[src/rtl/core/csn_pkg.sv]
// Shared constants, widths and types of the cylinder surface normal block.
package csn_pkg;

    // Field formats
    localparam int COORD_WIDTH = 32;
    localparam int AXIS_WIDTH  = 16;
    localparam int RSQ_WIDTH   = 32;
    localparam int RSQ_SHIFT   = 16;
    localparam int R2_WIDTH    = RSQ_WIDTH + RSQ_SHIFT;
    localparam int ROUND_SHIFT = 14;
    localparam int NUM_AXES    = 3;

    // Datapath widths
    localparam int DIFF_WIDTH  = COORD_WIDTH + 1;
    localparam int MAG_WIDTH   = COORD_WIDTH + 1;
    localparam int SQ_WIDTH    = 2 * COORD_WIDTH + 1;
    localparam int ROOT_WIDTH  = COORD_WIDTH + 1;
    localparam int RAD_WIDTH   = 2 * ROOT_WIDTH;
    localparam int CMP_WIDTH   = (RAD_WIDTH > R2_WIDTH) ? RAD_WIDTH : R2_WIDTH;
    localparam int REM_WIDTH   = ROOT_WIDTH + 1;
    localparam int TRIAL_WIDTH = ROOT_WIDTH + 3;
    localparam int AMAG_WIDTH  = AXIS_WIDTH;
    localparam int PROD_WIDTH  = AMAG_WIDTH + ROOT_WIDTH;
    localparam int Q_WIDTH     = PROD_WIDTH + 1 - ROUND_SHIFT;
    localparam int A_WIDTH     = Q_WIDTH + 1;
    localparam int N_WIDTH     = ((A_WIDTH > DIFF_WIDTH) ? A_WIDTH : DIFF_WIDTH) + 1;

    // Stream packing
    localparam int BASE_LSB     = NUM_AXES * COORD_WIDTH;
    localparam int AXIS_LSB     = 2 * NUM_AXES * COORD_WIDTH;
    localparam int RSQ_LSB      = AXIS_LSB + NUM_AXES * AXIS_WIDTH;
    localparam int S_FIELDS_W   = RSQ_LSB + RSQ_WIDTH;
    localparam int S_DATA_WIDTH = ((S_FIELDS_W + 7) / 8) * 8;
    localparam int M_FIELDS_W   = NUM_AXES * COORD_WIDTH;
    localparam int M_DATA_WIDTH = ((M_FIELDS_W + 7) / 8) * 8;

    typedef logic signed [COORD_WIDTH-1:0] coord_t;
    typedef logic signed [DIFF_WIDTH-1:0]  diff_t;
    typedef logic signed [AXIS_WIDTH-1:0]  axis_t;
    typedef logic [RSQ_WIDTH-1:0]          rsq_t;
    typedef logic [ROOT_WIDTH-1:0]         root_t;
    typedef logic [RAD_WIDTH-1:0]          rad_t;

    typedef coord_t [NUM_AXES-1:0] coord3_t;
    typedef diff_t  [NUM_AXES-1:0] diff3_t;
    typedef axis_t  [NUM_AXES-1:0] axis3_t;

    // Per-item values that ride alongside the square root
    typedef struct packed {
        diff3_t d;
        axis3_t ax;
    } side_t;

endpackage

[src/rtl/core/csn_back.sv]
// Back pipeline: axis times offset, rounding, subtraction from the difference, saturation.
module csn_back (
    input  logic             aclk,
    input  logic             aresetn,
    input  logic             en,
    input  logic             in_valid,
    input  csn_pkg::root_t   in_root,
    input  csn_pkg::side_t   in_side,
    output logic             out_valid,
    output csn_pkg::coord3_t out_normal
);
    import csn_pkg::*;

    localparam logic [PROD_WIDTH:0] ROUND_HALF =
        {{PROD_WIDTH{1'b0}}, 1'b1} << (ROUND_SHIFT - 1);
    localparam logic signed [N_WIDTH-1:0] SAT_HI =
        {{(N_WIDTH-COORD_WIDTH+1){1'b0}}, {(COORD_WIDTH-1){1'b1}}};
    localparam logic signed [N_WIDTH-1:0] SAT_LO =
        {{(N_WIDTH-COORD_WIDTH+1){1'b1}}, {(COORD_WIDTH-1){1'b0}}};

    logic v1_reg, v2_reg, v3_reg;

    diff3_t d1_reg, d2_reg;

    logic [AMAG_WIDTH-1:0]       amag     [NUM_AXES];
    logic [PROD_WIDTH-1:0]       p_next   [NUM_AXES];
    logic [PROD_WIDTH-1:0]       p1_reg   [NUM_AXES];
    logic                        neg1_reg [NUM_AXES];
    logic [PROD_WIDTH:0]         p_round  [NUM_AXES];
    logic [Q_WIDTH-1:0]          q        [NUM_AXES];
    logic signed [A_WIDTH-1:0]   a_next   [NUM_AXES];
    logic signed [A_WIDTH-1:0]   a2_reg   [NUM_AXES];
    logic signed [N_WIDTH-1:0]   n        [NUM_AXES];
    coord3_t                     nrm_next;
    coord3_t                     nrm3_reg;

    // Stage 1: magnitude of the axis component times the offset
    always_comb begin
        for (int i = 0; i < NUM_AXES; i++) begin
            amag[i]   = in_side.ax[i][AXIS_WIDTH-1] ? AMAG_WIDTH'(-$signed(in_side.ax[i]))
                                                    : AMAG_WIDTH'(in_side.ax[i]);
            p_next[i] = PROD_WIDTH'(amag[i]) * PROD_WIDTH'(in_root);
        end
    end

    // Stage 2: round half away from zero, then apply the axis sign
    always_comb begin
        for (int i = 0; i < NUM_AXES; i++) begin
            p_round[i] = {1'b0, p1_reg[i]} + ROUND_HALF;
            q[i]       = p_round[i][PROD_WIDTH:ROUND_SHIFT];
            a_next[i]  = neg1_reg[i] ? -$signed({1'b0, q[i]}) : $signed({1'b0, q[i]});
        end
    end

    // Stage 3: subtract from the difference and clamp to the coordinate range
    always_comb begin
        for (int i = 0; i < NUM_AXES; i++) begin
            n[i] = N_WIDTH'($signed(d2_reg[i])) - N_WIDTH'(a2_reg[i]);
            if (n[i] > SAT_HI) begin
                nrm_next[i] = COORD_WIDTH'(SAT_HI);
            end else if (n[i] < SAT_LO) begin
                nrm_next[i] = COORD_WIDTH'(SAT_LO);
            end else begin
                nrm_next[i] = COORD_WIDTH'(n[i]);
            end
        end
    end

    // Advance the valid bits
    always_ff @(posedge aclk) begin
        if (!aresetn) begin
            v1_reg <= 1'b0;
            v2_reg <= 1'b0;
            v3_reg <= 1'b0;
        end else if (en) begin
            v1_reg <= in_valid;
            v2_reg <= v1_reg;
            v3_reg <= v2_reg;
        end
    end

    // Advance the payload
    always_ff @(posedge aclk) begin
        if (en) begin
            d1_reg <= in_side.d;
            d2_reg <= d1_reg;
            for (int i = 0; i < NUM_AXES; i++) begin
                p1_reg[i]   <= p_next[i];
                neg1_reg[i] <= in_side.ax[i][AXIS_WIDTH-1];
                a2_reg[i]   <= a_next[i];
            end
            nrm3_reg <= nrm_next;
        end
    end

    assign out_valid  = v3_reg;
    assign out_normal = nrm3_reg;

endmodule

[config.mk]
export PLATFORM = sky130hd
export DESIGN_NAME = csn_back
export DESIGN_NICKNAME = d
export VERILOG_FILES = /design/src/rtl/core/csn_pkg.sv /design/src/rtl/core/csn_back.sv
export SDC_FILE = /design/constraint.sdc
export NUM_CORES = 2
export LEC_CHECK = 0
export BUFFER_PORTS_ARGS = -buffer_cell sky130_fd_sc_hd__buf_2
export CAP_MARGIN = 20
export CORE_MARGIN = 2
export CORE_UTILIZATION = 65
export CTS_CLUSTER_DIAMETER = 200
export CTS_CLUSTER_SIZE = 14
export DETAILED_ROUTE_END_ITERATION = 8
export MAX_ROUTING_LAYER = met4
export PLACE_DENSITY = 0.83
export SYNTH_ARGS = -nofsm -noshare
export SYNTH_HDL_FRONTEND = slang
export SYNTH_SLANG_ARGS = --single-unit
[constraint.sdc]
create_clock -name aclk -period 15.15 [get_ports aclk]
set_input_delay 0.7575 -clock aclk [delete_from_list [all_inputs] [get_ports aclk]]
set_output_delay 0.7575 -clock aclk [all_outputs]
set_load 0.01 [all_outputs]
==> impl_metrics.prom <==
# TYPE chip_impl_metric gauge
chip_impl_metric{name="die_width",unit="um"} 350
chip_impl_info{name="layout_common_cells",value="1690 x inv_1, 1305 x nand2_1, 1296 x fa_1, 519 x and2_1, 516 x edfxtp_1"} 1
chip_impl_metric{name="timing.setup.tns",unit="ps"} 0
chip_impl_info{name="mostFrequentLayoutCell",value="inv_1"} 1
chip_impl_metric{name="synth.net_count",unit=""} 10309
chip_impl_metric{name="final.setup_skew",unit="ps"} 27.2
chip_impl_info{name="r2r-start",value="a2_reg[0][37]$_DFFE_PP_"} 1
chip_impl_metric{name="port-buffer-count",unit=""} 280
chip_impl_metric{name="cts_setup_buffers",unit=""} 0
chip_impl_info{name="crit_path_start",value="in_side[16]"} 1
chip_impl_metric{name="drtAntennaViolNets",unit=""} 0
chip_impl_metric{name="crit_path_max_fanout",unit=""} 34
chip_impl_metric{name="crit_arrival",unit="ps"} 9460
chip_impl_metric{name="clk_latency",unit="ps"} 650
chip_impl_metric{name="antenna_violations_before_repair",unit=""} 4
chip_impl_metric{name="slew-limit-headroom",unit="%"} 28.1
chip_impl_metric{name="ys_async_sr_fraction",unit="%"} 0
chip_impl_metric{name="synth.cell_area",unit="mm^2"} 0.0779
chip_impl_metric{name="hpwl",unit="um"} 148000
chip_impl_metric{name="clock_path_buffers",unit=""} 3
chip_impl_metric{name="floorplan.io_pins",unit=""} 281
chip_impl_metric{name="track_usage",unit="%"} 34.2
chip_impl_metric{name="clock-sinks",unit=""} 519
chip_impl_metric{name="initial_core_util",unit="%"} 65.8
chip_impl_info{name="timing.setup.critical_path_class",value="in2reg"} 1
chip_impl_metric{name="synth_enable_flop_cells",unit=""} 516
chip_impl_metric{name="holdBufCountCts",unit=""} 0
chip_impl_metric{name="drt-wirelength-per-cell",unit="um"} 20.0
chip_impl_info{name="synth_ff_type",value="edfxtp_1"} 1
chip_impl_info{name="rsz0062_at_grt",value="false"} 1
chip_impl_metric{name="drv_slew",unit=""} 0
chip_impl_metric{name="dr.pass1.iters",unit=""} 6
chip_impl_metric{name="synth_xor_area_share",unit="%"} 5.12
chip_impl_info{name="endpoint_kind",value="flop"} 1
chip_impl_metric{name="drive_above_1_share",unit="%"} 6.11
chip_impl_metric{name="core",unit="mm^2"} 0.118
chip_impl_metric{name="drt_iter0_markers",unit=""} 5426
chip_impl_metric{name="minimum_period_implied_by_the_final_worst_setup_slack",unit="ps"} 9090
chip_impl_metric{name="rows",unit=""} 126
chip_impl_metric{name="drv.max_cap_violation_count",unit=""} 0
chip_impl_metric{name="synth_simple_gate_area_share",unit="%"} 15.5
chip_impl_metric{name="post_synth_num_cell_types",unit=""} 95
chip_impl_metric{name="critical_path_required",unit="ps"} 15530
chip_impl_metric{name="routed_wl",unit="um"} 199000
chip_impl_info{name="cts_root_buf",value="clkbuf_16"} 1
chip_impl_metric{name="share_of_cell_area_taken_by_muxes_after_synthesis",unit="%"} 0.241
chip_impl_metric{name="tritoncts.num_buffers",unit=""} 43
chip_impl_info{name="timing.hold.worst.class",value="in2reg"} 1
chip_impl_metric{name="ys_warn_count",unit=""} 0
chip_impl_metric{name="largest_register_ff_count",unit=""} 111
chip_impl_metric{name="post-synth-top-area-fraction",unit="%"} 33.3
chip_impl_info{name="timing.hold.worst.start",value="in_side[113]"} 1
chip_impl_metric{name="timing.reg2reg.setup_slack",unit="ps"} 10440
chip_impl_info{name="cts_tree",value="yes"} 1
chip_impl_metric{name="synth_compound_gate_area_share",unit="%"} 7.93
chip_impl_info{name="netlist.top_cell.by_area",value="fa_1"} 1
chip_impl_info{name="cp-start-kind",value="primary input"} 1
chip_impl_metric{name="grt_start_max_net_pins",unit=""} 87
chip_impl_metric{name="overflow",unit=""} 0
chip_impl_metric{name="via_per_inst",unit=""} 5.94
chip_impl_metric{name="post_route_clock_period_utilization",unit="%"} 60.0
chip_impl_metric{name="synth-seq-cells",unit=""} 519
chip_impl_metric{name="final-setup-viol-count",unit=""} 0
chip_impl_metric{name="timing_worst_slew_pin_value",unit="ps"} 1080
chip_impl_metric{name="fillerInstances",unit=""} 8694
chip_impl_metric{name="cts.reportedPaths.clkPinSlew",unit="ps"} 60
chip_impl_metric{name="detail_route.drc_violations",unit=""} 0
chip_impl_info{name="synth_top_family_by_area",value="adder cells"} 1
chip_impl_metric{name="post_cts_resize_count",unit=""} 0
chip_impl_metric{name="grt_pass1_vias",unit=""} 61769
chip_impl_info{name="run_status",value="complete, no violations"} 1
chip_impl_metric{name="adder_cell_fraction_of_synth_area",unit="%"} 40.9
chip_impl_info{name="synth_top_cells_by_area",value="fa_1 33%, edfxtp_1 20%, inv_1 8.1%"} 1
chip_impl_metric{name="via_count",unit=""} 59233
chip_impl_metric{name="hold_violations",unit=""} 0
chip_impl_metric{name="mean_syn_cell_area",unit="um^2"} 9.32
chip_impl_metric{name="area_delta_synth_final",unit="%"} 5.22
chip_impl_metric{name="net_count_of_the_finished_layout",unit=""} 10305
chip_impl_metric{name="post_synth_inst_count",unit=""} 8355
chip_impl_metric{name="place_congestion",unit=""} 0.965
chip_impl_metric{name="die-height",unit="um"} 350
chip_impl_metric{name="cts.htree.levels",unit=""} 2
chip_impl_metric{name="grt_first_pass_wirelength",unit="um"} 320000
chip_impl_metric{name="fmaxAchievable",unit="GHz"} 0.110
chip_impl_metric{name="final_layout_worst_hold_slack",unit="ps"} 294
chip_impl_metric{name="die_outline_area",unit="mm^2"} 0.123
chip_impl_metric{name="seq_area_frac_synth",unit="%"} 20.0
## area by class of cell
cell class	instances	area, um^2	area share [%]
multi-input cells	5714	54700	66.7
clock buffers	50	1100	1.35
flip-flops and latches	519	15600	19.0
inverters	1692	6350	7.75
well taps	1600	2000	2.44
clock inverters	4	71.3	0.0870
diodes	5	12.5	0.0153
repair buffers	381	2200	2.69
## critical path, cell delays in order
cell	delay (ps)
buf_2	610
inv_1	110
ha_1	230
nand2b_1	170
xnor2_2	690
buf_4	400
nand2_1	110
fa_1	550
inv_1	60
fa_1	530
inv_1	50
fa_1	510
inv_1	60
fa_1	490
fa_1	490
inv_1	50
fa_1	480
inv_1	40
ha_1	360
nand4_1	140
or4_1	570
a31oi_2	370
a21oi_1	240
o311a_1	520
o31ai_4	340
a21oi_1	170
o21ai_1	190
xnor2_1	120
## path summary, 6_finish.rpt
kind / endpoint / cells after the start
hold reg to reg: d2_reg[84]$_DFFE_PP_ / 0
hold / removal: d1_reg[65]$_DFFE_PP_ / 1
setup reg to reg: out_normal[53]$_SDFFCE_PN1P_ / 13
setup / recovery: p1_reg[0][91]$_DFFE_PP_ / 28
## Yosys cell counts (all sizes together), types with 15 or more instances
cell type	n
clkbuf	402
or2	18
edfxtp	516
o21bai	37
and3	45
o21a	33
and4	25
a21boi	15
fa	1296
buf	28
a21o	172
nor2b	38
nand2	1306
xnor2	307
a21oi	234
nand2b	29
inv	1690
nor2	179
nand4	75
o211ai	20
nor3	76
a31oi	36
o21ai	165
a211oi	32
or3	22
nor4	34
o31ai	36
and2	520
xor2	148
ha	474
nand3	148
## routing by layer
layer / GRT usage, % / wire (um)
met5: - / 0
met4: 13.7 / 9400
met3: 6.10 / 21100
met2: 53.7 / 92600
met1: 44.4 / 76400
## kinds of logic (layout without fill, tap and decap cells)
logic type	Yosys count	after routing
xor+xnor	455	455
buf+inv	2122	2127
compound gates	925	925
fa+ha+maj	1770	1770
flops	519	519
simple gates	2546	2546
mux	18	18
other cells	0	5
## per-stage QoR
stage / worst slack (ps) / cells / cell area [um^2] / util [%]
after floorplan: 6850 / 8355 / 77900 / -
after global placement: 5640 / 9902 / 80700 / 68.2
after detailed placement: 5480 / 9903 / 80700 / 68.2
after CTS: 6180 / 9957 / 81900 / 69.2
after global routing: 5740 / 9964 / 81900 / 69.2
final: 6060 / 9965 / 81900 / 69.2
Power is left out: the tool's default activity adds up to more than one toggle a clock period on the data nets, which glitch-free logic cannot reach.
